## src/hw/rtl/sbic_stack_mem.sv

```systemverilog
// Operand stack memory below the two cached top entries, with two read ports.
// A read of the entry written at the same edge returns the new data.
`default_nettype none
module sbic_stack_mem #(
    parameter int DEPTH = 64,
    parameter int AW    = 6
) (
    input  wire logic          i_clk,
    input  wire logic          i_we,
    input  wire logic [AW-1:0] i_waddr,
    input  wire logic [31:0]   i_wdata,
    input  wire logic [AW-1:0] i_raddr0,
    input  wire logic [AW-1:0] i_raddr1,
    output logic [31:0]        o_rdata0,
    output logic [31:0]        o_rdata1
);
    logic [31:0] r_mem [DEPTH];
    logic [31:0] r_q0, r_q1, r_fwd;
    logic        r_hit0, r_hit1;

    always_ff @(posedge i_clk) begin
        if (i_we) begin
            r_mem[i_waddr] <= i_wdata;
        end
        r_q0   <= r_mem[i_raddr0];
        r_q1   <= r_mem[i_raddr1];
        r_fwd  <= i_wdata;
        r_hit0 <= i_we && (i_waddr == i_raddr0);
        r_hit1 <= i_we && (i_waddr == i_raddr1);
    end

    assign o_rdata0 = r_hit0 ? r_fwd : r_q0;
    assign o_rdata1 = r_hit1 ? r_fwd : r_q1;
endmodule
`default_nettype wire

```

## config.mk

```make
export PLATFORM = sky130hd
export DESIGN_NAME = sbic_stack_mem
export DESIGN_NICKNAME = d
export VERILOG_FILES = /design/src/hw/rtl/sbic_stack_mem.sv
export SDC_FILE = /design/constraint.sdc
export NUM_CORES = 2
export LEC_CHECK = 0
export ABC_AREA = 0
export BUFFER_PORTS_ARGS = -buffer_cell sky130_fd_sc_hd__clkbuf_2
export CORE_MARGIN = 1.5
export CORE_UTILIZATION = 30
export DETAILED_ROUTE_END_ITERATION = 8
export PLACE_DENSITY = 0.51
export SLEW_MARGIN = 20
export SYNTH_ARGS = -nofsm -noshare
export SYNTH_HDL_FRONTEND = slang
export SYNTH_SLANG_ARGS = --single-unit
```

## constraint.sdc

```tcl
create_clock -name i_clk -period 4.6 [get_ports i_clk]
set_input_delay 0.23 -clock i_clk [delete_from_list [all_inputs] [get_ports i_clk]]
set_output_delay 0.23 -clock i_clk [all_outputs]
set_load 0.02 [all_outputs]
```

======== Word-level counts from Yosys, hierarchy flattened ========
Memories as Yosys holds them, arrays and structs flattened. A register that Yosys moved wholly into a read port is not among the register bits.
Cells that the tools add are included.
word-level totals
  flip-flop bits (word level) ............. 34
  bits in writable memories ............... 2048
  input bits .............................. 52
  output and inout port bits .............. 64
  word-level logic and storage cells ...... 12
  memories ................................ 1
operators by class
  equality and inequality tests ........... 2
  muxes and demuxes ....................... 4
  reductions and logical operators ........ 2
memories
  name   words  width  rd ports  clocked after memory_dff  write ports  line  source
  r_mem  64     32     2         2                         1            17    logic [31:0] r_mem [DEPTH];
operator list
  kind                 number
  32-bit two-way mux   2
  6-bit equality test  2
  1-bit logical AND    2
  1-bit two-way mux    2

======== Longest topological paths before layout ========
  depth in word-level cells ............... 2
  mapped depth ............................ 10
  depth with buffers taken out ............ 5

======== Worst setup path after synthesis ========
No wires, ideal clock.
  kind .................................... in2reg
  start point ............................. input port i_waddr[3]
  end point ............................... memory r_mem[48][0] (enable)
  library setup time ...................... 461 ps
  data arrival time ....................... 2985 ps
  data required time ...................... 4139 ps
  path slack .............................. 1154 ps
  stages .................................. 4
  path buffers ............................ 1
  path through ............................ clkbuf_1 > nor2b_1 > nand4b_1 > nor3_1
RTL lines
  item         line  source
  from (decl)  10    input wire logic [AW-1:0] i_waddr,
  to (decl)    17
Straight into the memory's write port.

======== Worst setup path in the final report ========
  start point ............................. register r_hit0
  end point ............................... output port o_rdata0[8]
on the way
  cells in the longest elaborated chain, start to end .. 1
ends and longest elaborated chain
  item                    line  source
  from (decl)             19    logic r_hit0, r_hit1;
  from (signal assigned)  28    r_hit0 <= i_we && (i_waddr == i_raddr0);
  32-bit two-way mux      32    assign o_rdata0 = r_hit0 ? r_fwd : r_q0;
  to (decl)               14    output logic [31:0] o_rdata0,
No other way between the ends.

==> impl_metrics.py <==
metrics = {
    "routing": {
        "drt_first_pass_iters": 5,
        "drtIter0Drc": 6773,
        "drc_errors": 0,
        "num_vias": 54945,
        "ant_nets": 0,
        "finalWirelength_um": 359000,
        "avgRoutedWirePerCell_um": 37.9,
        "viasPerCell": 5.80,
    },
    "placed_design": {
        "dp_hpwl_um": 217000,
        "dp.cells": 8996,
        "placed_area_mm2": 0.105,
        "port_buffers": 115,
        "place.gp.congestion": 0.841,
    },
    "floorplan": {
        "die_w_um": 572,
        "die_area_mm2": 0.328,
        "core_region_area_mm2": 0.322,
        "io_pins": 116,
        "chipHeight_um": 572,
        "row_count": 208,
        "initial_core_util_pct": 30.2,
    },
    "status": {
        "outcome": "completed",
    },
    "yosys": {
        "async_flop_share_pct": 0,
        "synth_top_area_cell": "edfxtp_1",
        "syn_nets": 4704,
        "ys.flop_type": "edfxtp_1",
        "synth_area_mm2": 0.0972,
        "ys.warnings.count": 0,
        "ys_seq_elements": 2146,
        "yosysUniqueCellTypes": 43,
        "synthTopCellsByArea": "edfxtp_1, mux4_2, dfxtp_1",
        "synth_top_area_share_pct": 63.2,
        "ys_seq_area_share_pct": 65.3,
        "avgSynthCellArea_um2": 20.9,
        "synthCells": 4652,
        "synth_edf_count": 2048,
    },
    "layout": {
        "drive_above_1_share_pct": 40.7,
        "final_nets": 5010,
        "regArea_mm2": 0.0635,
        "fin_area_mm2": 0.113,
        "areaGrowthSynthToFinish_pct": 16.1,
        "multi_input_area_mm2": 0.0326,
        "fill_cells": 29832,
        "final_cells": 9466,
    },
    "pwr": {
        "peakVddDrop_mv": 0.356,
        "sw_frac_of_total_pct": 23.3,
        "power.density_mw_per_mm2": 393,
        "p_seq_share_pct": 49.1,
        "p_leak_uw": 0.0349,
        "p_comb_share_pct": 8.6,
        "p_int_uw": 34000,
        "clockPowerShare_pct": 42.3,
        "switching_power_uw": 10400,
    },
    "timing": {
        "setup_violations": 0,
        "tightest_slew_ns": 1.21,
        "rsz0062_at_grt": "no",
        "period_minus_slack_ns": 3.37,
        "final.period_utilization_pct": 73.2,
        "slew_headroom_pct": 19.3,
        "fin_skew_ns": 0.0783,
        "hold_viol": 0,
        "slew_viol_final": 0,
        "final.setup.tns_ns": 0,
        "max_freq_mhz": 297,
    },
    "setup_path": {
        "cp-end-kind": "primary output",
        "crit_arrival_ns": 3.14,
        "r2r_setup_slack_ns": 2.15,
        "rr_endpoint": "r_q0[26]",
        "crit_required_ns": 4.37,
        "r2r_cells": 4,
        "r2r-start": "r_mem[7][26]",
        "cp_max_fo": 19,
        "setup.worst_path.start_class": "flip-flop",
        "criticalPathCategory": "flip-flop to primary output",
    },
    "grt": {
        "antenna_found_initial": 38,
        "grt_pass1_wl_um": 487000,
        "overflow": 0,
        "track_usage_pct": 21.7,
        "grt_pass1_vias": 55910,
        "grt_start_max_net_pins": 83,
    },
    "run": {
        "cap_violations": 0,
    },
    "clock_tree": {
        "insertion_delay_ns": 0.93,
        "cts-root-buf": "clkbuf_16",
        "cts_setup_buffers": 0,
        "clock_path_buffers": 4,
        "cts_tree": "yes",
        "clkSlewWorstSetupHoldPaths_ns": 0.06,
        "cts_made_buffers": 230,
        "cts_sinks": 2146,
        "htreeDepth": 4,
    },
    "worst_hold_path": {
        "hold_start": "i_raddr0[3]",
        "hold_depth": 4,
        "hold_class": "primary input to flip-flop",
        "min_to": "r_q0[13]",
    },
}
flip-flops by register name, indices dropped and copies added (netlist names):
register	flops
r_mem	2048
r_fwd	32
r_hit1	1
r_q1	32
r_q0	32
r_hit0	1
area by class of cell:
class,instances,area share [%]
multi-input cells,2136,28.8
clock inverters,91,0.945
diodes,14,0.0310
clock buffers,330,5.72
inverters,4,0.0177
flip-flops and latches,2146,56.2
repair buffers,440,3.47
well taps,4305,4.77
power groups by stage:
stage,registers [µW],logic [µW],clock network (µW)
after floorplan,22100,2230,0
after global placement,22200,3780,0
after detailed placement,22200,3790,0
after CTS,21800,3830,19000
after global routing,21800,3990,19700
final,21800,3810,18800
layer usage:
metal  global-route usage [%]  wire, µm  part of all wire, %
met1                     28.0    140000                   39
met2                     35.4    173000                   48
met4                     9.50     17200                  4.8
met3                     4.26     29300                  8.2
met5                        0        69                0.019
Yosys cell counts (8+ instances only):
library cell,instances
edfxtp_1,2048
buf_4,39
nand2_1,223
mux4_2,1128
nand3_1,58
nor2_1,113
buf_1,42
o211ai_1,32
mux2_2,148
nand2b_1,9
dfxtp_1,98
nor3_1,8
mux2i_1,76
nor2b_1,20
o22ai_1,52
a221oi_1,22
a21oi_1,83
a211oi_1,22
a32oi_1,24
a22oi_1,24
o221ai_1,26
clkbuf_1,158
buf_2,120
o21ai_0,16
timing repair:
action                    in CTS  in global routing
hold buffers                  32                  3
gates resized for setup        0                  0
hold endpoints to repair    1058                195
cells in the final DEF, fill, tap and decap left out, types with 14 or more instances in the layout:
master         count
buf_4            236
nor2_4            65
edfxtp_1        2048
nand3_1           58
a22oi_1           24
clkbuf_2         102
clkbuf_1          69
clkinv_2          27
mux4_2          1128
clkbuf_16        231
o221ai_1          26
mux2i_1           76
nor2_1            47
buf_12            58
a32oi_1           24
diode_2           14
nand2_1          221
dfxtp_1           96
a221oi_1          22
clkbuf_8          31
o21ai_0           16
a211oi_1          22
nor2b_1           18
o211ai_1          32
bufinv_16         20
a21oi_1           83
dlygate4sd3_1     35
o22ai_1           52
mux2_2           148
clkinv_1          18
cell families (layout without fill, tap and decap cells):
| logic type | Yosys count | in the layout | share of synthesized area (%) |
|---|---|---|---|
| muxes | 1352 | 1352 | 28.6 |
| DFF | 2146 | 2146 | 65.3 |
| buffers and inverters | 370 | 865 | 1.79 |
| xor gates and xnor gates | 12 | 12 | 0.108 |
| other | 0 | 14 | 0 |
| AOI/OAI and AO/OA | 314 | 314 | 2.20 |
| and+or+nand+nor | 458 | 458 | 2.01 |
metrics by stage:
| step | hold WS (ns) | worst slack (ns) | utilization [%] | total power (µW) |
|---|---|---|---|---|
| floorplan | 0.258 | 1.15 | - | 24300 |
| global placement | 0.583 | 1.33 | 32.6 | 26000 |
| detailed placement | 0.573 | 1.33 | 32.6 | 26000 |
| CTS | 0.0257 | 1.20 | 35.1 | 44600 |
| global route | 0.0586 | 1.24 | 35.1 | 45500 |
| finish | 0.0997 | 1.23 | 35.1 | 44400 |
worst max-delay path, stage by stage (launching register included):
cell,delay (ns)
dfxtp_2,0.95
buf_4,0.56
mux2_2,0.52
clkbuf_2,0.20
worst max path at each step:
stage | start | end | slack (ns)
2_1_floorplan | i_waddr[3] | r_mem[48][0] | 1.15
3_3_place_gp | i_raddr0[0] | r_q0[22] | 1.33
3_5_place_dp | i_raddr0[1] | r_q0[26] | 1.33
4_1_cts | r_hit0 | o_rdata0[8] | 1.20
5_1_grt | r_hit0 | o_rdata0[11] | 1.24
6_report | r_hit0 | o_rdata0[8] | 1.23
No activity file was read; power rests on OpenSTA's default activity.
